$ cat config.mk
export PLATFORM = sky130hd
export DESIGN_NAME = amx_front
export DESIGN_NICKNAME = d
export VERILOG_FILES = /design/src/rtl/core/amx_pkg.sv /design/src/rtl/core/amx_front.sv
export SDC_FILE = /design/constraint.sdc
export NUM_CORES = 1
export LEC_CHECK = 0
export BUFFER_PORTS_ARGS = -buffer_cell sky130_fd_sc_hd__buf_2
export CORE_MARGIN = 3
export CORE_UTILIZATION = 35
export DETAILED_ROUTE_END_ITERATION = 12
export PLACE_DENSITY = 0.79
export SLEW_MARGIN = 20
export SYNTH_ARGS = -nofsm -noshare
export SYNTH_HDL_FRONTEND = slang
export SYNTH_SLANG_ARGS = --single-unit
$ cat constraint.sdc
create_clock -name clk -period 4.97 [get_ports clk]
set_input_delay 0.497 -clock clk [delete_from_list [all_inputs] [get_ports clk]]
set_output_delay 0.497 -clock clk [all_outputs]
set_load 0.005 [all_outputs]
$ cat src/rtl/core/amx_pkg.sv
// ============================================================================
// amx_pkg
// shared types and constants of the accumulator machine executor
// ============================================================================
`default_nettype none

package amx_pkg;

  localparam int MEM_WORDS  = 256;
  localparam int ADDR_BITS  = $clog2(MEM_WORDS);
  localparam int DATA_BITS  = 32;
  localparam int PC_BITS    = 16;
  localparam int QDEPTH     = 2;
  localparam int QPTR_BITS  = $clog2(QDEPTH);
  localparam int QCNT_BITS  = $clog2(QDEPTH + 1);

  localparam logic [3:0] CMD_SET   = 4'd0;
  localparam logic [3:0] CMD_LDR   = 4'd1;
  localparam logic [3:0] CMD_ADD   = 4'd2;
  localparam logic [3:0] CMD_INC   = 4'd3;
  localparam logic [3:0] CMD_DEC   = 4'd4;
  localparam logic [3:0] CMD_STR   = 4'd5;
  localparam logic [3:0] CMD_SHW   = 4'd6;
  localparam logic [3:0] CMD_PAUSE = 4'd7;
  localparam logic [3:0] CMD_END   = 4'd8;

  localparam logic [1:0] SEL_ACC = 2'd0;
  localparam logic [1:0] SEL_MAR = 2'd1;
  localparam logic [1:0] SEL_MDR = 2'd2;
  localparam logic [1:0] SEL_MEM = 2'd3;

  localparam logic [1:0] CNT_TWO   = 2'd2;
  localparam logic [1:0] CNT_THREE = 2'd3;

  typedef enum logic [3:0] {
    OP_SET,
    OP_LDR,
    OP_ADD1,
    OP_ADD2,
    OP_ADD3,
    OP_INC,
    OP_DEC,
    OP_STR,
    OP_SHW_ACC,
    OP_SHW_MAR,
    OP_SHW_MDR,
    OP_SHW_MEM,
    OP_END,
    OP_NOP
  } op_t;

  typedef enum logic {
    BK_IDLE,
    BK_EXEC
  } bk_state_t;

  typedef struct packed {
    logic [3:0]                  cmd;
    logic [7:0]                  addr_a;
    logic [7:0]                  addr_b;
    logic [7:0]                  addr_c;
    logic [1:0]                  operand_count;
    logic signed [DATA_BITS-1:0] immediate;
    logic [1:0]                  show_select;
    logic                        program_start;
  } instr_t;

  typedef struct packed {
    logic signed [DATA_BITS-1:0] accumulator;
    logic [7:0]                  address_reg;
    logic signed [DATA_BITS-1:0] data_reg;
    logic                        show_valid;
    logic signed [DATA_BITS-1:0] show_value;
    logic                        halted;
    logic [PC_BITS-1:0]          instr_count;
  } result_t;

  typedef struct packed {
    op_t                  op;
    logic [7:0]           addr_a;
    logic [7:0]           addr_b;
    logic [7:0]           addr_c;
    logic [DATA_BITS-1:0] immediate;
    logic                 start;
  } item_t;

  typedef struct packed {
    logic  valid;
    item_t item;
  } q_head_t;

endpackage

`default_nettype wire

$ cat src/rtl/core/amx_front.sv
// ============================================================================
// amx_front
// accepts instruction words and classifies them into back end operations
// ============================================================================
`default_nettype none

module amx_front (
  input  wire logic           clk,
  input  wire logic           rst,
  input  wire logic           instr_valid,
  output logic                instr_stall,
  input  wire amx_pkg::instr_t instr,
  output logic                push,
  output amx_pkg::item_t      push_item,
  input  wire logic           q_full
);

  logic           f_valid;
  logic           f_valid_next;
  amx_pkg::item_t f_item;
  amx_pkg::item_t dec_item;
  logic           accept;

  always_comb begin
    dec_item.addr_a    = instr.addr_a;
    dec_item.addr_b    = instr.addr_b;
    dec_item.addr_c    = instr.addr_c;
    dec_item.immediate = instr.immediate;
    dec_item.start     = instr.program_start;
    case (instr.cmd)
      amx_pkg::CMD_SET: dec_item.op = amx_pkg::OP_SET;
      amx_pkg::CMD_LDR: dec_item.op = amx_pkg::OP_LDR;
      amx_pkg::CMD_ADD: begin
        if (instr.operand_count == amx_pkg::CNT_THREE) begin
          dec_item.op = amx_pkg::OP_ADD3;
        end else if (instr.operand_count == amx_pkg::CNT_TWO) begin
          dec_item.op = amx_pkg::OP_ADD2;
        end else begin
          dec_item.op = amx_pkg::OP_ADD1;
        end
      end
      amx_pkg::CMD_INC: dec_item.op = amx_pkg::OP_INC;
      amx_pkg::CMD_DEC: dec_item.op = amx_pkg::OP_DEC;
      amx_pkg::CMD_STR: dec_item.op = amx_pkg::OP_STR;
      amx_pkg::CMD_SHW: begin
        case (instr.show_select)
          amx_pkg::SEL_ACC: dec_item.op = amx_pkg::OP_SHW_ACC;
          amx_pkg::SEL_MAR: dec_item.op = amx_pkg::OP_SHW_MAR;
          amx_pkg::SEL_MDR: dec_item.op = amx_pkg::OP_SHW_MDR;
          default:          dec_item.op = amx_pkg::OP_SHW_MEM;
        endcase
      end
      amx_pkg::CMD_END:   dec_item.op = amx_pkg::OP_END;
      amx_pkg::CMD_PAUSE: dec_item.op = amx_pkg::OP_NOP;
      default:            dec_item.op = amx_pkg::OP_NOP;
    endcase
  end

  assign instr_stall  = f_valid & q_full;
  assign accept       = instr_valid & ~instr_stall;
  assign push         = f_valid & ~q_full;
  assign push_item    = f_item;
  assign f_valid_next = accept | (f_valid & ~push);

  always_ff @(posedge clk) begin
    if (rst) begin
      f_valid <= 1'b0;
    end else begin
      f_valid <= f_valid_next;
    end
  end

  always_ff @(posedge clk) begin
    if (accept) begin
      f_item <= dec_item;
    end
  end

endmodule

`default_nettype wire

==> impl_metrics.toml <==
[outcome]
outcome = "finished, final reports clean"

[routing]
detail-route-antenna-nets = 0
wl_met1_um = 1660
drt-pass1-iter-count = 4
routed-wl-met2_um = 2070
dr_wl_met3_um = 562
detail_route.wirelength_um = 4350
top_layer_used = "met4"
drc = 0
route.vias.total = 1252
first_iter_violations = 46
route.detailed.vias_per_inst = 4.20
post_drt_wl_per_cell_um = 14.6

[placement]
place_worst_setup_slack_ns = 3.07
gp_congestion = 0.689
port-buffer-count = 131
place.detailed.hpwl_um = 3250

[cells_and_area]
num_antenna_cells = 0
fill_cells = 444
areaGrowthSynthToFinish_pct = 48.3
final_net_count = 292
drive_gt1_share_pct = 65.4

[setup_path]
worst-r2r-setup-slack_ns = 3.39
kind_of_end_point_of_the_critical_path = "flip-flop"
arrival_ns = 1.53
timing.critical_path.fanout_max = 61
setup.worst_path.start_class = "flip-flop"
critPathKind = "flip-flop to flip-flop"
timing.critical_path.required_ns = 4.92
reg2reg_depth = 3

[grt]
vias_in_the_first_global_route = 1154
globalRoute.totalOverflow = 0
first_pass_grt_wire_length_um = 5780
grt_antenna_before_repair = 0
grt.total_usage_pct = 12.8
grt_start_max_net_pins = 62

[synth]
post_synth.cell_area_avg_um2 = 24.5
synth_area_leaders = "edfxtp_1 (93%), dfxtp_1 (1.0%), nor2b_1 (0.96%)"
synth_top_area_share_pct = 93.4
synth_cells = 80
synthDistinctLibCells = 16
post-synth-top-area-cell = "edfxtp_1"
postSynthNetCount = 149
synth_area_um2 = 1960
ys_ff_latch = 62
yosysWarningCount = 0
synth-seq-area-share_pct = 94.4

[clock_network]
tritoncts.num_buffers = 9
cts_max_level = 3
cts_hold_buffers = 0
clockBufferDepth = 2
tritoncts_clock_tree = "done"
cts_num_sinks = 62
worst_skew_pair.late_latency_ns = 0.32
root_buffer = "clkbuf_8"
post_cts.repair.setup_buffers = 0
post_cts_resize_count = 0
cts.clk_slew.worst_paths_ns = 0.06

[floorplan]
core_um2 = 5270
std_cell_rows = 26
effective_utilization_at_floorplan_pct = 37.2
design.portCount = 132
die_y_um = 80.8
floorplan.die.width_um = 80.8
die_outline_area_um2 = 6540

[timing]
slew_violations = 0
setup_slack_ns = 3.39
unrepaired_setup_endpoints_after_global_routing = "false"
setup_viol = 0
final_min_period_over_clock_period_pct = 31.8
fin_tns_setup_ns = 0
skew_ns = 0.00355
slew_headroom_pct = 50.3
final_period_minus_worst_setup_slack_ns = 1.58
final-hold-violation-count = 0
tightestPinTransition_ns = 0.745
clock.fmax_ghz = 0.632

[hold_path]
hold_path.class = "primary input to flip-flop"
hold_path_depth = 2

[flow_run]
timing.max_cap.violations = 0

[power]
power.density_cell_area_nw_per_um2 = 380
vdd_drop_max_mv = 0.133
leakage_nw = 1.26
-- sequential cells by signal, summed over array words and instances, names as in the netlist --
register	flops
push_item	61
f_valid	1
-- Yosys cell counts, drive strengths merged --
library cell  number
inv                1
a31oi              2
dfxtp              1
a21o               1
nand2              1
nor2               2
nand4b             1
edfxtp            61
nor2b              3
nor4bb             1
o21ai              2
a21oi              1
a211o              1
nand3              1
and2               1
-- final timing paths --
check | start | to
worst max-delay path | f_valid | push_item[21]
worst min-delay path | rst | f_valid
worst max register to register | f_valid | push_item[21]
worst min register to register | f_valid | f_valid
-- placed cells by master, fill, tap and decap left out, drive strengths merged --
master / instances
a211o: 1
a21o: 1
a21oi: 1
a31oi: 2
and2: 1
buf: 132
bufinv: 1
clkbuf: 9
clkinv: 5
clkinvlp: 1
dfxtp: 1
edfxtp: 61
inv: 1
nand2: 1
nand3: 1
nand4b: 1
nor2: 2
nor2b: 3
nor4bb: 1
o21ai: 2
-- layer usage --
layer | GRT usage [%] | up-vias
met1 | 14.6 | 559
met3 | 5.54 | 4
met5 | 0 | -
met4 | 8.61 | 0
li1 | - | 606
met2 | 19.5 | 83
-- power breakdown --
part,internal [mW],switching (mW),total [mW]
clock network,0.227,0.180,0.408
registers,0.612,0.00655,0.618
logic,0.0413,0.0392,0.0805
-- cell families after synthesis --
logic type | count (synthesis) | synth area share, %
DFF | 62 | 94.4
and+or+nand+nor | 10 | 3.06
AOI/OAI and AO/OA | 7 | 2.30
buffers and inverters | 1 | 0.191
-- area by class of cell --
cell class | count | area, um^2 | area share (%)
sequential | 62 | 1850 | 63.7
clock inverter | 7 | 65.1 | 2.24
inverter | 1 | 3.75 | 0.129
clock buffer | 9 | 124 | 4.26
tap | 70 | 87.6 | 3.01
timing repair buffer | 132 | 663 | 22.8
multi-input combinational | 17 | 113 | 3.87
-- through the flow --
step / util [%] / hold WS [ns] / cells / power (mW) / area [um^2]
2_1_floorplan: - / 0.569 / 80 / 0.651 / 1960
3_3_place_gp: 51.6 / 0.636 / 282 / 0.709 / 2720
3_5_place_dp: 51.6 / 0.652 / 282 / 0.712 / 2720
4_1_cts: 55.2 / 0.306 / 298 / 1.13 / 2910
5_1_grt: 55.2 / 0.315 / 298 / 1.17 / 2910
6_report: 55.2 / 0.329 / 298 / 1.11 / 2910
-- worst max-delay path, cell delays in order, from the launching register on --
cell,delay [ns]
dfxtp_1,0.31
and2_1,0.17
nor2b_4,0.10
buf_4,0.58
No activity file was read; power rests on OpenSTA's default activity.
