[config.mk]
export PLATFORM = sky130hd
export DESIGN_NAME = amx_queue
export DESIGN_NICKNAME = d
export VERILOG_FILES = /design/src/rtl/core/amx_pkg.sv /design/src/rtl/core/amx_queue.sv
export SDC_FILE = /design/constraint.sdc
export NUM_CORES = 1
export LEC_CHECK = 0
export BUFFER_PORTS_ARGS = -buffer_cell sky130_fd_sc_hd__buf_2
export CAP_MARGIN = 20
export CORE_UTILIZATION = 30
export DETAILED_ROUTE_END_ITERATION = 6
export GPL_ROUTABILITY_DRIVEN = 1
export PLACE_DENSITY = 0.5
export SETUP_SLACK_MARGIN = 0.05
export SLEW_MARGIN = 20
export SYNTH_ARGS = -nofsm -noshare
export SYNTH_HDL_FRONTEND = slang
export SYNTH_SLANG_ARGS = --single-unit
[constraint.sdc]
create_clock -name clk -period 5.3 [get_ports clk]
set_input_delay 0.53 -clock clk [delete_from_list [all_inputs] [get_ports clk]]
set_output_delay 0.53 -clock clk [all_outputs]
set_load 0.005 [all_outputs]
[src/rtl/core/amx_pkg.sv]
// ============================================================================
// amx_pkg
// shared types and constants of the accumulator machine executor
// ============================================================================
`default_nettype none

package amx_pkg;

  localparam int MEM_WORDS  = 256;
  localparam int ADDR_BITS  = $clog2(MEM_WORDS);
  localparam int DATA_BITS  = 32;
  localparam int PC_BITS    = 16;
  localparam int QDEPTH     = 2;
  localparam int QPTR_BITS  = $clog2(QDEPTH);
  localparam int QCNT_BITS  = $clog2(QDEPTH + 1);

  localparam logic [3:0] CMD_SET   = 4'd0;
  localparam logic [3:0] CMD_LDR   = 4'd1;
  localparam logic [3:0] CMD_ADD   = 4'd2;
  localparam logic [3:0] CMD_INC   = 4'd3;
  localparam logic [3:0] CMD_DEC   = 4'd4;
  localparam logic [3:0] CMD_STR   = 4'd5;
  localparam logic [3:0] CMD_SHW   = 4'd6;
  localparam logic [3:0] CMD_PAUSE = 4'd7;
  localparam logic [3:0] CMD_END   = 4'd8;

  localparam logic [1:0] SEL_ACC = 2'd0;
  localparam logic [1:0] SEL_MAR = 2'd1;
  localparam logic [1:0] SEL_MDR = 2'd2;
  localparam logic [1:0] SEL_MEM = 2'd3;

  localparam logic [1:0] CNT_TWO   = 2'd2;
  localparam logic [1:0] CNT_THREE = 2'd3;

  typedef enum logic [3:0] {
    OP_SET,
    OP_LDR,
    OP_ADD1,
    OP_ADD2,
    OP_ADD3,
    OP_INC,
    OP_DEC,
    OP_STR,
    OP_SHW_ACC,
    OP_SHW_MAR,
    OP_SHW_MDR,
    OP_SHW_MEM,
    OP_END,
    OP_NOP
  } op_t;

  typedef enum logic {
    BK_IDLE,
    BK_EXEC
  } bk_state_t;

  typedef struct packed {
    logic [3:0]                  cmd;
    logic [7:0]                  addr_a;
    logic [7:0]                  addr_b;
    logic [7:0]                  addr_c;
    logic [1:0]                  operand_count;
    logic signed [DATA_BITS-1:0] immediate;
    logic [1:0]                  show_select;
    logic                        program_start;
  } instr_t;

  typedef struct packed {
    logic signed [DATA_BITS-1:0] accumulator;
    logic [7:0]                  address_reg;
    logic signed [DATA_BITS-1:0] data_reg;
    logic                        show_valid;
    logic signed [DATA_BITS-1:0] show_value;
    logic                        halted;
    logic [PC_BITS-1:0]          instr_count;
  } result_t;

  typedef struct packed {
    op_t                  op;
    logic [7:0]           addr_a;
    logic [7:0]           addr_b;
    logic [7:0]           addr_c;
    logic [DATA_BITS-1:0] immediate;
    logic                 start;
  } item_t;

  typedef struct packed {
    logic  valid;
    item_t item;
  } q_head_t;

endpackage

`default_nettype wire

[src/rtl/core/amx_queue.sv]
// ============================================================================
// amx_queue
// short queue of classified operations between front and back end
// ============================================================================
`default_nettype none

module amx_queue (
  input  wire logic           clk,
  input  wire logic           rst,
  input  wire logic           push,
  input  wire amx_pkg::item_t push_item,
  output logic                q_full,
  input  wire logic           pop,
  output amx_pkg::q_head_t    head
);

  amx_pkg::item_t                 slots [amx_pkg::QDEPTH];
  logic [amx_pkg::QPTR_BITS-1:0]  wr_ptr;
  logic [amx_pkg::QPTR_BITS-1:0]  rd_ptr;
  logic [amx_pkg::QCNT_BITS-1:0]  count;
  logic [amx_pkg::QCNT_BITS-1:0]  count_next;

  assign q_full     = (count == amx_pkg::QCNT_BITS'(amx_pkg::QDEPTH));
  assign head.valid = (count != '0);
  assign head.item  = slots[rd_ptr];

  always_comb begin
    count_next = count;
    if (push && !pop) begin
      count_next = count + 1'b1;
    end else if (pop && !push) begin
      count_next = count - 1'b1;
    end
  end

  always_ff @(posedge clk) begin
    if (rst) begin
      wr_ptr <= '0;
      rd_ptr <= '0;
      count  <= '0;
    end else begin
      count <= count_next;
      if (push) begin
        wr_ptr <= (wr_ptr == amx_pkg::QPTR_BITS'(amx_pkg::QDEPTH - 1)) ? '0 : wr_ptr + 1'b1;
      end
      if (pop) begin
        rd_ptr <= (rd_ptr == amx_pkg::QPTR_BITS'(amx_pkg::QDEPTH - 1)) ? '0 : rd_ptr + 1'b1;
      end
    end
  end

  always_ff @(posedge clk) begin
    if (push) begin
      slots[wr_ptr] <= push_item;
    end
  end

endmodule

`default_nettype wire

==> flow_summary.json, run 1 <==
{
  "antenna_left": 0,
  "rows": 45,
  "cp-start-kind": "register",
  "max_freq_mhz": 362,
  "rsz0062_at_grt": "no",
  "core-area_um2": 15100,
  "max-slew-margin-rel_pct": 41.0,
  "route.met3.wl_um": 595,
  "finalSetupViolations": 0,
  "finalCritPeriodShare_pct": 52.1,
  "critical-path-top-delay-family": "flip-flops",
  "htree_num_levels": 4,
  "cp.required_ps": 4770,
  "synth_cells": 212,
  "grt_pass1_vias": 2505,
  "die_w_um": 126,
  "cap_violations": 0,
  "cts_tree": "yes",
  "slew_viol_final": 0,
  "seq_area_frac_synth_pct": 81.2,
  "first_pass_iters": 4,
  "post_cts_buffers": 0,
  "crit_slowest_cell": "dfxtp_2",
  "arrival_ps": 2230,
  "num_vias": 2381,
  "outcome": "completed",
  "cts_buffer_depth": 2,
  "synth_seq_cells": 127,
  "insertion_delay_ps": 410,
  "wl_met1_um": 3630,
  "ys_types": 17,
  "cts_made_buffers": 17,
  "clk_pin_slew_ps": 50,
  "end_kind": "output pin",
  "total_power_mw": 2.54,
  "drt_wl_total_um": 8340,
  "grt_max_degree": 62,
  "io_pins": 128,
  "fin_crit_ps": 2760,
  "wl_met2_um": 3980,
  "root_buffer": "clkbuf_16",
  "drt_iter0_markers": 91,
  "start_util_pct": 30.6,
  "p_leak_nw": 2.28,
  "port_buffers": 127,
  "synthTopCellsByArea": "edfxtp_1, mux2_2, dfxtp_1",
  "vdd_drop_max_mv": 0.226,
  "area_growth_pct": 30.5,
  "pwr_density_cell_nw_per_um2": 420,
  "syn-num-nets": 278,
  "synth_edf_count": 122,
  "final_nets": 419,
  "grt_pass1_wl_um": 13100,
  "hpwl_um": 5150,
  "dieArea_um2": 15900,
  "crit_fanout": 37,
  "hold_violations": 0,
  "cts_hold_buf": 0,
  "cpPeakStageDelay_ps": 710,
  "post-route-drc-count": 0,
  "path_buf_inv": 2,
  "tightest_slew_ps": 883,
  "synth_largest_area_cell": "edfxtp_1",
  "crit_type": "register to output pin",
  "vias_per_cell": 4.30,
  "yosys_warnings": 0,
  "diodes": 0,
  "fin_skew_ps": 4.84,
  "grtUsageTotal_pct": 11.4,
  "gp_congestion": 0.644,
  "async_reset_ff_share_pct": 0,
  "synthFlopType": "edfxtp_1",
  "grt-ovfl-total": 0,
  "worstPathCellList": "buf_4, mux2_2, buf_2",
  "cts-resized-gates": 0,
  "avgSynthCellArea_um2": 21.9,
  "die_y_um": 126,
  "drive_above_1_share_pct": 60.9,
  "antenna_found_initial": 0,
  "dr.max_layer_used": "met4",
  "hold_path_class": "primary input to register",
  "netlist_area_um2": 4630,
  "synth_top_area_share_pct": 79.1,
  "fin_tns_setup_ps": 0,
  "wl_per_cell_um": 15.1,
  "clkSinkCount": 127
}
area by class of cell:
type                            count  area (um2)
Fill cell                        1402        9100
Sequential cell                   127        3760
Multi-Input combinational cell     77         803
Timing Repair Buffer              129         651
Clock buffer                       26         509
Tap cell                          188         235
Clock inverter                      6        80.1
Inverter                            1        3.75
kinds of logic (layout without fill, tap and decap cells):
kind of cell / after synthesis / count (layout) / synth area share (%)
simple gates: 9 / 9 / 1.05
mux: 61 / 61 / 14.8
xor+xnor: 4 / 4 / 0.756
flops: 127 / 127 / 81.2
fa+ha+maj: 1 / 1 / 0.270
buf+inv: 8 / 162 / 1.65
compound gates: 2 / 2 / 0.216
synthesized netlist by cell type (2+ instances only):
library cell and instances:
edfxtp_1 122, mux2_2 61, buf_6 6, dfxtp_1 5, nor2_1 4, xnor2_1 2, xor2_1 2
cells in the final DEF (no fill, tap or decap):
master / n
a21oi_1: 1
and2_4: 1
and2b_2: 1
buf_2: 127
buf_4: 2
bufinv_16: 2
clkbuf_1: 4
clkbuf_16: 17
clkbuf_8: 5
clkinv_2: 4
dfxtp_1: 4
dfxtp_2: 1
edfxtp_1: 122
ha_1: 1
inv_1: 1
mux2_2: 61
nor2_1: 4
nor2b_4: 1
o21ai_0: 1
or2_2: 1
or3_1: 1
xnor2_1: 2
xor2_1: 2
path summary, 6_finish.rpt:
kind,startpoint,endpoint,slack (ps),cells after the start
worst min-delay path,push_item[31],slots[1][31],310,1
worst max register to register,wr_ptr,slots[0][9],3310,2
worst max-delay path,register,head[57],2540,3
worst min register to register,count[1],count[1],510,2
registers in the layout, indices dropped and copies added, names as in the netlist, named ones only:
register and cells:
count 2, rd_ptr 1, slots 122, wr_ptr 1
layer usage:
layer,track usage [%],vias up
li1,-,1122
met5,0,-
met2,17.5,80
met1,13.2,1168
met4,4.89,0
met3,6.03,11
power breakdown:
| group | switching [mW] | internal, mW | leakage, nW | total (mW) |
|---|---|---|---|---|
| registers | 0.0214 | 1.17 | 1.19 | 1.19 |
| clock network | 0.388 | 0.751 | 0.294 | 1.14 |
| logic | 0.0986 | 0.111 | 0.801 | 0.209 |
| total | 0.508 | 2.03 | 2.28 | 2.54 |
through the flow:
step	worst slack (ps)	cells	utilization, %	instance area, um2	hold slack [ps]
final	2540	554	39.9	6050	307
after detailed placement	2840	522	36.0	5460	495
after floorplan	1600	212	-	4630	456
after global routing	2330	554	39.9	6050	284
after CTS	2390	554	39.9	6050	282
after global placement	2850	522	36.0	5460	477
(Power assumes the default switching activity.)
==> run 2, diff against run 1 <==
--- a/config.mk
+++ b/config.mk
@@ -5,12 +5,13 @@
 export SDC_FILE = /design/constraint.sdc
 export NUM_CORES = 1
 export LEC_CHECK = 0
+export ABC_AREA = 1
 export BUFFER_PORTS_ARGS = -buffer_cell sky130_fd_sc_hd__buf_2
 export CAP_MARGIN = 20
 export CORE_UTILIZATION = 30
 export DETAILED_ROUTE_END_ITERATION = 6
 export GPL_ROUTABILITY_DRIVEN = 1
-export PLACE_DENSITY = 0.5
+export PLACE_DENSITY = 0.51
 export SETUP_SLACK_MARGIN = 0.05
 export SLEW_MARGIN = 20
 export SYNTH_ARGS = -nofsm -noshare
==> constraint.sdc (replaced) <==
create_clock -name clk -period 2.54 [get_ports clk]
set_input_delay 0.254 -clock clk [delete_from_list [all_inputs] [get_ports clk]]
set_output_delay 0.254 -clock clk [all_outputs]
set_load 0.005 [all_outputs]
==> flow_summary.json, run 2 <==
{
  "outcome": "completed",
  "arrival_ps": 1560,
  "root_buffer": "clkbuf_16",
  "antenna_left": 0,
  "num_vias": 2428,
  "io_pins": 128,
  "total_power_mw": 5.15,
  "synth_largest_area_cell": "edfxtp_1",
  "p_leak_nw": 2.54,
  "start_util_pct": 30.9,
  "area_growth_pct": 29.4,
  "crit_fanout": 39,
  "dieArea_um2": 17000,
  "seq_area_um2": 3770,
  "cts-resized-gates": 0,
  "core-area_um2": 15900,
  "synth_top_area_share_pct": 74.3,
  "cap_violations": 0,
  "ys_types": 16,
  "drive_above_1_share_pct": 58.8,
  "die_w_um": 130,
  "cts_tree": "yes",
  "cts_made_buffers": 17,
  "max-slew-margin-rel_pct": 58.8,
  "post_cts_buffers": 0,
  "end_kind": "output pin",
  "async_reset_ff_share_pct": 0,
  "multiInputGateArea_um2": 1010,
  "synth_common_cells": "edfxtp_1, mux2_4, inv_1",
  "syn-num-nets": 289,
  "grt_pass1_vias": 2549,
  "first_pass_iters": 5,
  "drt_iter0_markers": 87,
  "grt_max_degree": 40,
  "vias_per_cell": 4.05,
  "synthFlopType": "edfxtp_1",
  "top_regs": "slots x122, count x2",
  "dpl.cell_count": 565,
  "avgSynthCellArea_um2": 22.1,
  "clk_pin_slew_ps": 60,
  "worst_slack_ps": 722,
  "synth_cells": 223,
  "finalSetupViolations": 0,
  "finalNonFillerCells": 600,
  "rrSetupSlack_ps": 1030,
  "die_y_um": 130,
  "cp.required_ps": 2290,
  "max_freq_mhz": 550,
  "antenna_found_initial": 3,
  "fin_crit_ps": 1820,
  "synth_seq_cells": 127,
  "netlist_area_um2": 4930,
  "yosys_warnings": 0,
  "cpPeakStageDelay_ps": 380,
  "final_util_pct": 40.0,
  "grtUsageTotal_pct": 11.3,
  "htree_num_levels": 4,
  "top_register": "slots",
  "cp-start-kind": "register",
  "largest_reg_flops": 122,
  "seq_area_frac_synth_pct": 76.3,
  "cp-endpoint": "head[40]",
  "post-route-drc-count": 0,
  "worstPathCellList": "buf_12, mux2_2, buf_2",
  "crit_type": "register to output pin",
  "hpwl_um": 5980,
  "r2r_end": "slots[1][10]",
  "gp_congestion": 0.636,
  "placed_cell_area_um2": 5840,
  "grt-ovfl-total": 0,
  "layout_commonest_cell": "buf_2",
  "synth_edf_count": 122,
  "fin_skew_ps": 8.61,
  "clkSinkCount": 127,
  "cts_hold_buf": 0,
  "hold_violations": 0,
  "insertion_delay_ps": 410,
  "cts_buffer_depth": 2,
  "slew_viol_final": 0,
  "finalCritPeriodShare_pct": 71.6,
  "layout_common_cells": "buf_2, edfxtp_1, mux2_4",
  "fin_tns_setup_ps": 0,
  "pwr_density_cell_nw_per_um2": 807,
  "rsz0062_at_grt": "no",
  "grt_pass1_wl_um": 13400,
  "hold_path_class": "primary input to register",
  "drt_wl_total_um": 9030,
  "final_cell_area_um2": 6380,
  "port_buffers": 127,
  "whs_ps": 28.1,
  "wl_per_cell_um": 15.1,
  "nFillCells": 1500,
  "r2r_start": "wr_ptr",
  "final_nets": 434,
  "rows": 46,
  "tightest_slew_ps": 616,
  "yosysMostFrequentCell": "edfxtp_1",
  "synthTopCellsByArea": "edfxtp_1, mux2_4, buf_12",
  "vdd_drop_max_mv": 0.410,
  "placement.setup.worst_slack_ps": 960,
  "crit_slowest_cell": "mux2_2",
  "rr_worst_depth": 3
}
-- run 2: changes by cell type in the layout (fill, tap and decap cells not counted), moves of 3 or more --
cell,delta
diode_2,+3
clkinvlp_4,+3
inv_1,+7
buf_12,+6
nand2_1,+6
mux2_2,-60
mux2_4,+60
-- run 2: layout make-up --
class / instances / area share (%)
flip-flops and latches: 127 / 59.0
multi-input cells: 80 / 15.9
repair buffers: 133 / 11.8
clock buffers: 26 / 7.82
well taps: 216 / 4.23
clock inverters: 6 / 0.588
inverters: 9 / 0.529
diodes: 3 / 0.118
-- run 2: worst max-delay path: cells and delay by family (launching register included) --
kind	cells	cell delay (ps)
buffers and inverters	2	390
DFF	1	370
muxes	1	380
-- run 2: layer usage --
layer,wire length (um),global-route usage [%],vias to the layer above
li1,-,-,1158
met1,3760,12.4,1174
met2,4460,17.9,85
met3,682,6.03,11
met4,127,5.13,0
met5,0,0,-
-- run 2: worst min-delay path by stage --
stage             startpoint            to  cells after the start
6_report       push_item[33]  slots[0][33]                      1
5_1_grt        push_item[57]  slots[0][57]                      1
4_1_cts        push_item[33]  slots[0][33]                      1
3_5_place_dp   push_item[40]  slots[0][40]                      1
3_3_place_gp   push_item[59]  slots[1][59]                      1
2_1_floorplan            rst      register                      1
-- run 2: cells by family after synthesis --
| group | Yosys count | share of synthesized area [%] |
|---|---|---|
| compound gates | 2 | 0.203 |
| simple gates | 15 | 1.24 |
| xor+xnor | 1 | 0.178 |
| fa+ha+maj | 1 | 0.254 |
| mux | 61 | 18.5 |
| flops | 127 | 76.3 |
| buf+inv | 16 | 3.35 |
-- run 2: where the power goes --
part	total, mW	internal [mW]	switching [mW]
logic	0.532	0.298	0.234
registers	2.45	2.42	0.0295
clock network	2.16	1.34	0.819
total	5.15	4.07	1.08
